File: config.mk
export PLATFORM = sky130hd
export DESIGN_NAME = cia_div_stage
export DESIGN_NICKNAME = d
export VERILOG_FILES = /design/src/hw/rtl/cia_pkg.sv /design/src/hw/rtl/cia_div_stage.sv
export SDC_FILE = /design/constraint.sdc
export NUM_CORES = 1
export LEC_CHECK = 0
export BUFFER_PORTS_ARGS = -buffer_cell sky130_fd_sc_hd__buf_2
export CAP_MARGIN = 10
export CORE_AREA = 4 4 204 206
export CTS_BUF_LIST = sky130_fd_sc_hd__clkbuf_4
export DETAILED_ROUTE_END_ITERATION = 10
export DIE_AREA = 0 0 208 210
export HOLD_SLACK_MARGIN = 0.05
export PLACE_DENSITY = 0.64
export SYNTH_ARGS = -nofsm -noshare
export SYNTH_HDL_FRONTEND = slang
export SYNTH_SLANG_ARGS = --single-unit
File: constraint.sdc
create_clock -name clk -period 4 [get_ports clk]
set_input_delay 0.4 -clock clk [delete_from_list [all_inputs] [get_ports clk]]
set_output_delay 0.4 -clock clk [all_outputs]
set_load 0.1 [all_outputs]
File: src/hw/rtl/cia_pkg.sv
// Shared types and constants for the checked integer ALU.
// Holds the command codes, the word payload structs and the pipeline side data.
// Depends on nothing.
package cia_pkg;

  localparam int WORD_BITS = 64;
  localparam int HALF_BITS = WORD_BITS / 2;
  localparam int CNT_BITS  = $clog2(WORD_BITS);

  typedef enum logic [3:0] {
    CMD_SHL = 4'd0,
    CMD_SHR = 4'd1,
    CMD_NEG = 4'd2,
    CMD_ADD = 4'd3,
    CMD_SUB = 4'd4,
    CMD_MUL = 4'd5,
    CMD_CMP = 4'd6,
    CMD_DIV = 4'd7,
    CMD_MOD = 4'd8
  } cmd_t;

  typedef struct packed {
    logic        [3:0]  command;
    logic signed [63:0] operand_a;
    logic signed [63:0] operand_b;
  } in_word_t;

  typedef struct packed {
    logic signed [63:0] result;
    logic               overflow;
    logic               divide_by_zero;
  } out_word_t;

  // Everything an item carries alongside the divider's remainder and quotient.
  typedef struct packed {
    logic [3:0]           cmd;
    logic                 na;
    logic                 nb;
    logic                 dbz;
    logic [WORD_BITS-1:0] ub;
    logic [WORD_BITS-1:0] res;
    logic                 ovf;
  } side_t;

endpackage

File: src/hw/rtl/cia_div_stage.sv
// One restoring-division step of the divider pipeline, with its registers.
// Uses cia_pkg for the word width and the side data struct.
module cia_div_stage (
  input  logic                          clk,
  input  logic                          rst,
  input  logic                          en,
  input  logic                          vld_in,
  input  cia_pkg::side_t                side_in,
  input  logic [cia_pkg::WORD_BITS-1:0] rem_in,
  input  logic [cia_pkg::WORD_BITS-1:0] dq_in,
  output logic                          vld,
  output cia_pkg::side_t                side,
  output logic [cia_pkg::WORD_BITS-1:0] rem,
  output logic [cia_pkg::WORD_BITS-1:0] dq
);

  logic [cia_pkg::WORD_BITS:0]   trial;
  logic [cia_pkg::WORD_BITS:0]   diff;
  logic                          take;

  // Bring down the next dividend bit and try to subtract the divisor.
  always_comb begin
    trial = {rem_in, dq_in[cia_pkg::WORD_BITS-1]};
    diff  = trial - {1'b0, side_in.ub};
    take  = !diff[cia_pkg::WORD_BITS];
  end

  always_ff @(posedge clk) begin
    if (rst) begin
      vld <= 1'b0;
    end else if (en) begin
      vld <= vld_in;
    end
  end

  always_ff @(posedge clk) begin
    if (en) begin
      side <= side_in;
      rem  <= take ? diff[cia_pkg::WORD_BITS-1:0] : trial[cia_pkg::WORD_BITS-1:0];
      dq   <= {dq_in[cia_pkg::WORD_BITS-2:0], take};
    end
  end

endmodule

==> flow_summary.json, run 1 <==
{
  "cts_made_buffers": 76,
  "grt_pass1_wl_um": 72400,
  "synth.most_common_cell": "edfxtp_1",
  "setup_violations": 0,
  "core-area_um2": 39600,
  "htreeDepth": 3,
  "pwr-share-seq": 0.349,
  "drv_slew": 0,
  "tightest_slew_ns": 0.900,
  "synth_edf_count": 264,
  "die_w_um": 208,
  "start_util": 0.329,
  "syn2layout_area_growth_pct": 54.5,
  "fmax_ghz": 0.263,
  "ys_seq_elements": 265,
  "yosysTopAreaCell": "edfxtp_1",
  "ys_seq_area_frac": 0.609,
  "fp.dieH_um": 210,
  "synth_simple_gate_area_frac": 0.0748,
  "grt_max_degree": 104,
  "gp_congestion": 0.895,
  "internal-power_mw": 5.75,
  "synth_fa_ha_area_frac": 0.0629,
  "finalHoldViolCount": 0,
  "required_ns": 4.45,
  "syn_avg_cell_area_um2": 13.0,
  "p_sw_frac": 0.423,
  "p_per_area_nw_per_um2": 495,
  "nNetsFinal": 2209,
  "drt_drc_violations_left": 0,
  "clk_pin_slew_ns": 0.06,
  "io_buffers": 532,
  "drt-wirelength-per-cell_um": 19.7,
  "critPathMaxFanout": 23,
  "slew_headroom": 0.400,
  "hp-start": "en",
  "synth_compound_area_frac": 0.121,
  "drive_gt1_frac": 0.361,
  "routed_wl_um": 48600,
  "synth.area.mux_share": 0.0552,
  "period_share": 0.950,
  "p_clk_frac": 0.270,
  "async_flop_share": 0,
  "cts_setup_buffers": 0,
  "synth_top_area_share": 0.608,
  "p_comb_frac": 0.380,
  "clk_root_buffer_cell": "clkbuf_4",
  "timing.hold.ws_ns": 0.246,
  "synth_top_family_by_area": "compound AO/OA/AOI/OAI gates",
  "synth-xor-area-share": 0.0383,
  "grt_setup_unrepaired": "no",
  "yosys.cell_types.count": 74,
  "grt_util_all_layers": 0.213,
  "antenna_found_initial": 12,
  "nFillCells": 3472,
  "vias": 11800,
  "worstSetupStartpointType": "input port",
  "die_area_um2": 43700,
  "arrival_ns": 4.25,
  "synth_area_um2": 13000,
  "ant_nets": 0,
  "cts.sinks": 265,
  "synth_cells": 1006,
  "power_switching_mw": 4.22,
  "crit_start": "side_in[85]",
  "synthFlopType": "edfxtp_1",
  "cts_tree": "done",
  "tns_ns": 0,
  "status": "completed",
  "syn_nets": 1339,
  "worstSetupPathType": "input port to register",
  "endpoint_kind": "register",
  "ios": 533,
  "vdd_drop_max_mv": 0.304,
  "synth_warnings": 0,
  "overflow": 0,
  "regToRegStartpoint": "vld$_SDFFE_PP0P_",
  "period_minus_slack_ns": 3.80,
  "hpwlAfterDp_um": 35900,
  "post_cts_resize_count": 0,
  "clk_path_buf_depth": 3,
  "vias_per_cell": 4.78,
  "finClkSkew_ns": 0,
  "grt_pass1_vias": 12500,
  "yosys-top-cells-count": "edfxtp_1, inv_1, a21oi_1",
  "p_leak_nw": 8.96,
  "drt_first_iter_violations": 601,
  "rows": 73,
  "netlist_top_cells_area": "edfxtp_1, ha_1, mux2_1, a21oi_1, inv_1",
  "max-cap-violations": 0,
  "hold_class": "input port to register",
  "drtPass1Iterations": 5,
  "clock_latency_ns": 0.73
}
critical path, cell delays in order:
cell	delay [ns]
dlygate4sd3_1	0.54
buf_2	0.11
inv_1	0.04
ha_1	0.37
nand4_1	0.21
or4_1	0.58
or3_1	0.33
o32a_1	0.22
a21oi_2	0.19
o21ai_1	0.12
and2_4	0.20
o211a_4	0.30
inv_6	0.09
buf_12	0.18
mux2_1	0.34
cell usage in the layout (no fill, tap or decap), types with 4 or more instances in the layout:
cell type	count
clkinv_2	6
o21ai_1	15
nand2b_1	9
a211oi_1	6
ha_1	64
o21ai_0	23
xor2_1	23
buf_2	531
diode_2	12
inv_1	85
nor2_1	41
or2_1	4
a21boi_0	5
nand4_1	20
clkinv_1	11
a21o_1	32
mux2_1	54
o211ai_1	4
nand2_1	62
edfxtp_1	264
nand3_1	10
a21oi_1	76
o21bai_1	15
clkbuf_4	110
dlygate4sd3_1	265
and3_1	7
mux2i_1	7
a211o_1	5
nor2b_1	10
o31ai_1	5
xnor2_1	34
buf_12	4
nor3_1	9
buf_4	24
or3_1	5
a31oi_1	7
o21a_1	8
area by class of cell:
type	count	area (um^2)	share of cell area
multi-input cells	622	4600	0.228
well taps	525	657	0.0326
flip-flops and latches	265	7950	0.394
inverters	86	328	0.0163
clock buffers	110	826	0.0410
repair buffers	825	5590	0.277
clock inverters	23	181	0.00900
diodes	12	30.0	0.00149
power by group through the flow:
stage          clock network (mW)  registers (mW)  logic [mW]
2_1_floorplan                   0            5.58       0.751
5_1_grt                      2.96            3.50        3.96
4_1_cts                      2.77            3.48        3.79
3_3_place_gp                    0            3.53        3.55
3_5_place_dp                    0            3.54        3.56
6_report                     2.69            3.48        3.79
kinds of logic after synthesis:
group                    count (synthesis)
buffers and inverters                  119
adder cells (fa/ha/maj)                 65
flip-flops                             265
multiplexers                            64
AND/OR/NAND/NOR                        196
AO/OA/AOI/OAI                          240
XOR/XNOR                                57
per-layer routing:
metal | share of wire | wire, um | vias to the layer above | GRT usage
met3 | 0.073 | 3540 | 102 | 0.0619
met2 | 0.51 | 24900 | 481 | 0.380
met1 | 0.38 | 18300 | 5633 | 0.234
li1 | - | - | 5586 | -
met5 | 0.00014 | 7 | - | 0
met4 | 0.037 | 1800 | 2 | 0.0990
sequential cells by signal (all words and copies together), names as in the netlist:
signal,count
rem,64
dq,64
side,136
vld,1
through the flow:
| step | area (um^2) | worst slack (ns) | cells | util | power [mW] |
|---|---|---|---|---|---|
| finish | 20200 | 0.200 | 2468 | 0.508 | 9.97 |
| global route | 20200 | 0.0643 | 2467 | 0.508 | 10.4 |
| CTS | 20100 | 0.265 | 2456 | 0.508 | 10.0 |
| detailed placement | 16500 | 0.00559 | 2058 | 0.415 | 7.10 |
| global placement | 16500 | 0.0703 | 2058 | 0.415 | 7.07 |
| floorplan | 13000 | 0.512 | 1006 | - | 6.33 |
worst paths after layout:
| check | end | slack, ns | cells after the start |
|---|---|---|---|
| max | rem[33]$_DFFE_PP_ | 0.20 | 15 |
| min | rem[9]$_DFFE_PP_ | 0.25 | 1 |
| max reg2reg | vld$_SDFFE_PP0P_ | 2.86 | 3 |
| min reg2reg | vld$_SDFFE_PP0P_ | 1.05 | 3 |
repair_timing:
| item | CTS | global route |
|---|---|---|
| endpoints found under the hold margin | 264 | 0 |
| endpoints found under the setup margin | 0 | 0 |
| hold buffers | 265 | 0 |
No activity file was read; power rests on OpenSTA's default activity.
==> inputs of run 2 (changes only) <==
- ABC_CLOCK_PERIOD_IN_PS: default -> 4000
- PLACE_DENSITY: 0.64 -> 0.61
==> flow_summary.json, run 2 (same netlist as run 1, synthesis figures left out) <==
{
  "status": "completed",
  "largest_reg_flops": 136,
  "overflow": 0,
  "critPathMaxFanout": 5,
  "drive_gt1_frac": 0.359,
  "critPathTopFamily": "simple AND/OR/NAND/NOR gates",
  "clk_root_buffer_cell": "clkbuf_4",
  "arrival_ns": 4.23,
  "gp_congestion": 0.863,
  "hold_class": "input port to register",
  "die_w_um": 208,
  "slew_headroom": 0.392,
  "layout_setup_ws_ns": 0.238,
  "hold-path-cell-count": 1,
  "grt_max_degree": 84,
  "cts_tree": "done",
  "grt_pass1_wl_um": 71400,
  "drv_slew": 0,
  "clock_latency_ns": 0.72,
  "drtPass1Iterations": 5,
  "drt_first_iter_violations": 642,
  "clk_pin_slew_ns": 0.07,
  "post_cts_resize_count": 0,
  "hpwlAfterDp_um": 35400,
  "core-area_um2": 39600,
  "max-cap-violations": 0,
  "finalHoldViolCount": 0,
  "grt_util_all_layers": 0.208,
  "slowest_delay_ns": 0.59,
  "rr_worst_depth": 3,
  "worstSetupPathType": "input port to register",
  "crit_chain": "dlygate4sd3_1 > buf_2 > inv_1 > ha_1 > buf_4 > a21oi_2 > nor2_1 > or4b_1 > or4_4 > a311o_1 > a211oi_2 > o21ai_1 > xor2_1 > mux2_4",
  "cp.depth": 14,
  "vdd_drop_max_mv": 0.274,
  "period_minus_slack_ns": 3.76,
  "drt_drc_violations_left": 0,
  "hold_buffers": 264,
  "ant_nets": 0,
  "rows": 73,
  "grt_pass1_vias": 12300,
  "cts_setup_buffers": 0,
  "dpl.cell_count": 2054,
  "syn2layout_area_growth_pct": 53.7,
  "finClkSkew_ns": 0,
  "start_util": 0.329,
  "top_register": "side",
  "clk_path_buf_depth": 3,
  "total_power_mw": 9.79,
  "drt-wirelength-per-cell_um": 19.5,
  "cts_made_buffers": 77,
  "final_common_cell": "buf_2",
  "die_area_um2": 43700,
  "place_ws_ns": 0.0667,
  "period_share": 0.941,
  "p_per_area_nw_per_um2": 488,
  "postLayoutCoreUtil": 0.506,
  "final_cell_mix": "buf_2, edfxtp_1, dlygate4sd3_1, clkbuf_4, inv_1",
  "final_cells": 2458,
  "fp.dieH_um": 210,
  "cp_slowest_cell": "or4_4",
  "worstSetupStartpointType": "input port",
  "setup_violations": 0,
  "endpoint_kind": "register",
  "tns_ns": 0,
  "p_leak_nw": 8.89,
  "htreeDepth": 3,
  "tightest_slew_ns": 0.904,
  "antenna_found_initial": 12,
  "vias_per_cell": 4.75,
  "grt_setup_unrepaired": "no",
  "required_ns": 4.47,
  "fmax_ghz": 0.266,
  "ios": 533,
  "vias": 11700,
  "routed_wl_um": 47800,
  "cts.sinks": 265,
  "cp_num_buf_inv": 4,
  "nNetsFinal": 2205,
  "reg_top3": "side x136, dq x64, rem x64",
  "io_buffers": 532
}
[run 2: power breakdown]
group / switching (mW) / internal, mW
Sequential: 0.0809 / 3.40
Clock: 1.22 / 1.30
Combinational: 2.90 / 0.878
[run 2: metrics by stage]
stage,hold slack [ns],area (um^2)
finish,0.169,20000
global route,0.131,20000
CTS,0.0922,20000
detailed placement,0.485,16400
global placement,0.473,16400
floorplan,0.472,13000
[run 2: per-layer routing]
| layer | global-route usage | vias up | part of all wire |
|---|---|---|---|
| met5 | 0 | - | 0.00044 |
| met2 | 0.370 | 442 | 0.52 |
| met3 | 0.0616 | 69 | 0.074 |
| met4 | 0.0707 | 4 | 0.023 |
| met1 | 0.242 | 5595 | 0.39 |
| li1 | - | 5559 | - |
[run 2: final timing paths]
path	slack [ns]	from	end
worst max register to register	2.79	vld$_SDFFE_PP0P_	vld$_SDFFE_PP0P_
worst min register to register	1.11	vld$_SDFFE_PP0P_	vld$_SDFFE_PP0P_
worst max-delay path	0.24	side_in[89]	rem[51]$_DFFE_PP_
worst min-delay path	0.17	en	dq[10]$_DFFE_PP_
[run 2: area by class of cell]
class | instances | area [um^2]
Sequential cell | 265 | 7950
Tap cell | 525 | 657
Multi-Input combinational cell | 622 | 4600
Clock inverter | 20 | 118
Antenna cell | 12 | 30.0
Fill cell | 3492 | 19600
Timing Repair Buffer | 820 | 5560
Inverter | 86 | 328
Clock buffer | 108 | 811
